--- src/design/narsmp_pkg.sv ---
// ----------------------------------------------------------------------------
// narsmp_pkg
// Shared constants for the normal accept/reject sampler pipeline.
// ----------------------------------------------------------------------------
package narsmp_pkg;

  // ln(2) as an unsigned Q0.32 fraction
  localparam logic [31:0] LN2_Q32 = 32'd2977044472;

  // Rounds of log2 squaring, one bit of fraction per round
  localparam int LOG_ROUNDS = 32;

  // Register stages of one negative-log lane: normalize, rounds, t, products, sum
  localparam int LN_LAT = LOG_ROUNDS + 4;

  // Register stages of the acceptance test after the lanes
  localparam int ACC_LAT = 3;

endpackage

--- src/design/narsmp_accept.sv ---
// ----------------------------------------------------------------------------
// narsmp_accept
// Acceptance bound, comparison and output scaling of the proposal.
// ----------------------------------------------------------------------------
module narsmp_accept import narsmp_pkg::*; #(
  parameter int F = 32,
  parameter int S = 16
) (
  input  logic                      clk,
  input  logic                      en,
  input  logic [$clog2(F+1)+31:0]   x,
  input  logic [$clog2(F+1)+31:0]   l2,
  input  logic                      u2z,
  input  logic                      neg,
  output logic                      acc,
  output logic [S+7:0]              res
);

  localparam int HW = $clog2(F+1);
  localparam int XW = HW + 32;
  localparam int OW = S + 8;
  localparam int SH = 32 - S;
  localparam logic [XW-1:0] ONE  = XW'(64'd1 << 32);
  localparam logic [63:0]   HALF = (SH > 0) ? (64'd1 << (SH - 1)) : 64'd0;
  localparam logic [63:0]   LIM  = (64'd1 << (S + 7)) - 64'd1;

  logic [XW-1:0] d;
  logic [HW-1:0] dh;

  logic [3:0]    ha_r;
  logic [31:0]   la_r;
  logic          far_a_r, far_b_r, far_c_r;
  logic [XW-1:0] x_a_r, x_b_r;
  logic [XW-1:0] l2_a_r, l2_b_r, l2_c_r;
  logic          u2z_a_r, u2z_b_r, u2z_c_r;
  logic          neg_a_r, neg_b_r, neg_c_r;
  logic [7:0]    hh_r;
  logic [35:0]   hl_r;
  logic [30:0]   ll_r;
  logic [39:0]   e_r;
  logic [63:0]   rnd;
  logic [63:0]   mag_full;
  logic [OW-1:0] mag_nxt, mag_r;

  always_comb begin
    d  = (x >= ONE) ? (x - ONE) : (ONE - x);
    dh = d[XW-1:32];
  end

  always_comb begin
    rnd      = 64'(x_b_r) + HALF;
    mag_full = rnd >> SH;
    mag_nxt  = (mag_full > LIM) ? OW'(LIM) : OW'(mag_full);
  end

  always_ff @(posedge clk) begin
    if (en) begin
      // distance from one, split
      ha_r    <= dh[3:0];
      la_r    <= d[31:0];
      far_a_r <= (dh >= HW'(16));
      x_a_r   <= x;
      l2_a_r  <= l2;
      u2z_a_r <= u2z;
      neg_a_r <= neg;
      // partial products of d*d
      hh_r    <= 8'(ha_r) * 8'(ha_r);
      hl_r    <= 36'(ha_r) * 36'(la_r);
      ll_r    <= 31'((64'(la_r) * 64'(la_r)) >> 33);
      far_b_r <= far_a_r;
      x_b_r   <= x_a_r;
      l2_b_r  <= l2_a_r;
      u2z_b_r <= u2z_a_r;
      neg_b_r <= neg_a_r;
      // bound and magnitude
      e_r     <= (40'(hh_r) << 31) + 40'(hl_r) + 40'(ll_r);
      mag_r   <= mag_nxt;
      far_c_r <= far_b_r;
      l2_c_r  <= l2_b_r;
      u2z_c_r <= u2z_b_r;
      neg_c_r <= neg_b_r;
    end
  end

  assign acc = u2z_c_r | (~far_c_r & (64'(l2_c_r) >= 64'(e_r)));
  assign res = neg_c_r ? (OW'(0) - mag_r) : mag_r;

endmodule

--- config.mk ---
export PLATFORM = sky130hd
export DESIGN_NAME = narsmp_accept
export DESIGN_NICKNAME = d
export VERILOG_FILES = /design/src/design/narsmp_pkg.sv /design/src/design/narsmp_accept.sv
export SDC_FILE = /design/constraint.sdc
export NUM_CORES = 2
export LEC_CHECK = 0
export ABC_CLOCK_PERIOD_IN_PS = 8600
export BUFFER_PORTS_ARGS = -buffer_cell sky130_fd_sc_hd__buf_2
export CAP_MARGIN = 5
export CORE_MARGIN = 4
export CORE_UTILIZATION = 35
export CTS_CLUSTER_SIZE = 25
export DETAILED_ROUTE_END_ITERATION = 8
export GPL_ROUTABILITY_DRIVEN = 0
export SLEW_MARGIN = 20
export SYNTH_ARGS = -nofsm -noshare
export SYNTH_HDL_FRONTEND = slang
export SYNTH_SLANG_ARGS = --single-unit
--- constraint.sdc ---
create_clock -name clk -period 8.6 [get_ports clk]
set_input_delay 0.86 -clock clk [delete_from_list [all_inputs] [get_ports clk]]
set_output_delay 0.86 -clock clk [all_outputs]
set_load 0.05 [all_outputs]
# [Word level (Yosys, flattened, before mapping)]
# Index checks and enable logic that the tools add are counted.
[totals] ff_bits=374
[op_classes] n_addsub=6 mul=3 magnitude_cmp=4 muxes=2 bitwise_logic=3
[ops] cell="32-bit by 32-bit multiplier with 64-bit output" count=1
[ops] cell="39-bit by 36-bit adder with 40-bit output" count=1
[ops] cell="40-bit by 31-bit adder with 40-bit output" count=1
[ops] cell="38-bit by 40-bit greater-or-equal comparator with 1-bit output" count=1
[ops] cell="38-bit by 16-bit adder with 39-bit output, second input constant" count=1
[ops] cell="38-bit by 33-bit greater-or-equal comparator with 1-bit output, second input constant" count=1
[ops] cell="38-bit 2-to-1 mux" count=1
[ops] cell="33-bit by 38-bit subtractor with 38-bit output, first input constant" count=1
[ops] cell="38-bit by 33-bit subtractor with 38-bit output, second input constant" count=1
[ops] cell="4-bit by 32-bit multiplier with 36-bit output" count=1
[ops] cell="24-bit 2-to-1 mux" count=1
[ops] cell="1-bit by 24-bit subtractor with 24-bit output, first input constant" count=1
[ops] cell="23-bit > comparator, second input constant" count=1
[ops] cell="4-bit by 4-bit multiplier with 8-bit output" count=1
[ops] cell="6-bit by 5-bit greater-or-equal comparator with 1-bit output, second input constant" count=1
[ops] cell="1-bit AND" count=1
[ops] cell="1-bit inverter" count=1
[ops] cell="1-bit bitwise OR" count=1

# [Logic depth before layout (Yosys ltp)]
[depth] ltp_word=3 mapped_depth=30 mapped_depth_nobuf=28

# [Worst setup path before layout]
# Ideal clock, no wire load.
[synth_timing] path_kind="register to register" startpoint="register la_r[5]" endpoint="register ll_r[30] (data pin)" setup_time_ns=0.264 arrival_time_ns=7.338 required_time_ns=8.336 path_slack_ns=0.998 stages_incl_launch_ff=30 n_path_buf=3 period_less_slack_ns=7.602 path_cell_list="edfxtp_1 -> clkbuf_1 -> clkbuf_1 -> clkbuf_1 -> nand2_1 -> fa_1 -> inv_1 -> fa_1 -> fa_1 -> inv_1 -> fa_1 -> inv_1 -> fa_1 -> inv_1 -> fa_1 -> inv_1 -> fa_1 -> inv_1 -> fa_1 -> inv_1 -> ha_1 -> nand2_1 -> o221ai_1 -> a32oi_1 -> o21a_1 -> o311ai_1 -> nand2_1 -> o31ai_1 -> a211oi_1 -> xnor2_1"
[synth_between] elab_chain_cells=1
[synth_lines] item="start, declared" line_no="narsmp_accept.sv:31" text="logic [31:0] la_r;"
[synth_lines] item="start signal, assigned" line_no="narsmp_accept.sv:60" text="la_r <= d[31:0];"
[synth_lines] item="32-bit by 32-bit multiplier with 64-bit output" line_no="narsmp_accept.sv:69" text="ll_r <= 31'((64'(la_r) * 64'(la_r)) >> 33);"
[synth_lines] item="end signal, assigned" line_no="narsmp_accept.sv:69"
[synth_lines] item="end, declared" line_no="narsmp_accept.sv:39" text="logic [30:0] ll_r;"
# Every way passes these cells.
# A chain may end at the register's enable or synchronous reset.

# [Worst setup path in the final report]
[layout_timing] startpoint="register la_r[9]" endpoint="register ll_r[30] (data pin)"
# Same word-level chain as after synthesis.

==> impl_metrics.ini <==
[layout]
area_growth_pct = 8.83
seq_area_um2 = 10300
multi_input_area_um2 = 32900
num-fill-cells = 13293
finalInstanceArea_um2 = 52100
n_antenna_cell = 0
final_cell_mix = 1,086 x inv_1, 855 x fa_1, 449 x nand2_1, 421 x ha_1, 342 x edfxtp_1
nets = 6102
layout-drive-gt1-share_pct = 6.05
layout_commonest_cell = inv_1

[floorplan]
core_area_um2 = 136000
die_x_um = 378
dieArea_um2 = 143000
start_util_pct = 35.3
rows = 135
die_h_um = 378
pin_count = 105

[timing]
tns_ps = 0
setup_violations = 0
rsz0062_at_grt = no
fin_skew_ps = 59.9
hold_viol = 0
drv_slew = 0
relSlewSlack_pct = 35.8
worst_pin_slew_ps = 963
finalCritPeriodShare_pct = 97.3
min_period_ps = 8360
max_freq_mhz = 120

[flow_run]
maxCapViolCount = 0

[logic_synthesis]
synth_area_um2 = 47900
synth_compound_area_share_pct = 6.91
synth_top_family_by_area = adder cells
synth.mux.area_fraction_pct = 0.149
ys_seq_elements = 342
ys.flop_type = edfxtp_1
synthCells = 4661
synthArstFlopShare_pct = 0
synth_xor_area_share_pct = 3.95
yosys.area_share.adder_pct = 46.7
synth_edf_count = 342
synth_warnings = 0
synth-simple-area-share_pct = 11.0
avgSynthCellArea_um2 = 10.3
yosysSeqAreaShare_pct = 21.4
synth.net_count = 6017
netlist-cell-type-count = 75

[clock_network]
clockBufferDepth = 3
ctsHoldBuffers = 0
cts_root_buffer = clkbuf_16
path_clk_slew_ps = 70
clock_latency_ps = 610
postCtsSetupBuffers = 0
cts_made_buffers = 39
ctsHtreeMaxLevel = 2
cts-resized-gates = 0
clkSinkCount = 342
cts_tree = built

[drt]
drt_iter0_drc = 1827
drc = 0
num_vias = 31554
totalWireLength_um = 116000
viasPerCell = 4.81
drt_first_pass_iters = 8
wl_per_cell_um = 17.6
drtAntennaViolNets = 0

[global_route]
track_usage_pct = 16.6
grt_max_degree = 154
grt_first_pass_wirelength_um = 188000
antenna_found_initial = 1
first_global_vias = 34125
overflow = 0

[placed_design]
port_buffers = 104
hpwlAfterDp_um = 95300
place_area_um2 = 50900

[worst_setup_path]
cp-end-kind = flop
worstPathArrival_ps = 8720
cp-start-kind = flop
crit_type = reg2reg
crit_path_max_fanout = 21
worstPathRequired_ps = 8960

[status]
status = completed

[worst_hold_path]
hold_path.class = reg2reg
-- worst max-delay path, stage by stage (launching register included) --
cell	delay, ps
edfxtp_1	960
inv_1	200
nor2_1	240
fa_1	470
fa_1	550
inv_1	60
fa_1	500
fa_1	520
inv_1	60
fa_1	550
fa_1	430
fa_1	520
fa_1	430
ha_1	310
a21o_1	190
a31oi_1	240
o221ai_1	150
a2111oi_0	560
o311ai_1	270
nand2_1	250
o31ai_1	110
buf_4	150
a211oi_1	280
xnor2_1	110
-- worst paths after layout --
check | startpoint | end | slack [ps] | cells past startpoint
max | la_r[9]$_DFFE_PP_ | ll_r[30]$_DFFE_PP_ | 240 | 23
min | x_a_r[34]$_DFFE_PP_ | x_b_r[34]$_DFFE_PP_ | 390 | 0
max reg2reg | la_r[9]$_DFFE_PP_ | ll_r[30]$_DFFE_PP_ | 240 | 23
min reg2reg | x_a_r[34]$_DFFE_PP_ | x_b_r[34]$_DFFE_PP_ | 390 | 0
-- state kept, by name, summed over array words and instances, names as in the netlist, 4 cells and up --
register  flops
e_r          40
ha_r          4
hh_r          7
hl_r         36
l2_a_r       38
l2_b_r       38
l2_c_r       38
la_r         32
ll_r         31
mag_r        23
x_a_r        23
x_b_r        23
-- per-stage QoR --
stage	hold WS, ps	cells	util, %	worst slack, ps
floorplan	400	4661	-	998
global placement	401	6486	37.5	380
detailed placement	405	6486	37.5	303
CTS	377	6555	38.4	296
global route	408	6555	38.4	5.99
finish	391	6555	38.4	236
-- final cells by class --
cell class | instances | area share, %
multi-input cells | 3071 | 63.2
flip-flops and latches | 342 | 19.7
inverters | 1089 | 7.84
well taps | 1781 | 4.27
repair buffers | 203 | 2.66
clock buffers | 45 | 1.92
clock inverters | 24 | 0.432
-- per-layer routing --
| layer | vias to the layer above | GRT usage (%) | share of wire (%) |
|---|---|---|---|
| li1 | 14717 | - | - |
| met1 | 16001 | 23.1 | 46 |
| met2 | 713 | 27.7 | 47 |
| met3 | 123 | 2.24 | 5.0 |
| met4 | 0 | 3.58 | 2.3 |
| met5 | - | 0 | 0 |
-- kinds of logic after synthesis --
| kind of cell | count (synthesis) |
|---|---|
| DFF | 342 |
| and+or+nand+nor | 1076 |
| AOI/OAI and AO/OA | 496 |
| xor gates and xnor gates | 216 |
| buffers and inverters | 1248 |
| muxes | 7 |
| adders and majority gates | 1276 |
-- synthesized netlist by cell type (6+ instances only) --
cell      count  share of area (%)
a211oi_1     18               0.28
edfxtp_1    342                 21
a31oi_1      22               0.29
a21o_1      102                1.6
nand4_1      32               0.42
or2_2         8               0.10
a31o_2       10               0.18
nor3_1       22               0.23
inv_1      1086                8.5
fa_1        855                 36
nor2b_1      28               0.37
and2_1      293                3.8
clkbuf_1    154                1.2
mux2i_1       6               0.13
nand2_1     449                3.5
xnor2_1     154                2.8
nand2b_1      8               0.10
xor2_1       62                1.1
nand3_1      37               0.39
nor2_1      117               0.92
nor4_1       12               0.16
o21a_1       11               0.17
a21oi_1     129                1.3
o41ai_1       8               0.15
o31ai_1      28               0.44
and3_1       35               0.46
o21ai_0      51               0.53
ha_1        421                 11
o21ai_1      34               0.36
o21bai_1     19               0.30
or3_1        15               0.20
Power is left out: the tool's default activity adds up to more than one toggle a clock period on the data nets, which glitch-free logic cannot reach.
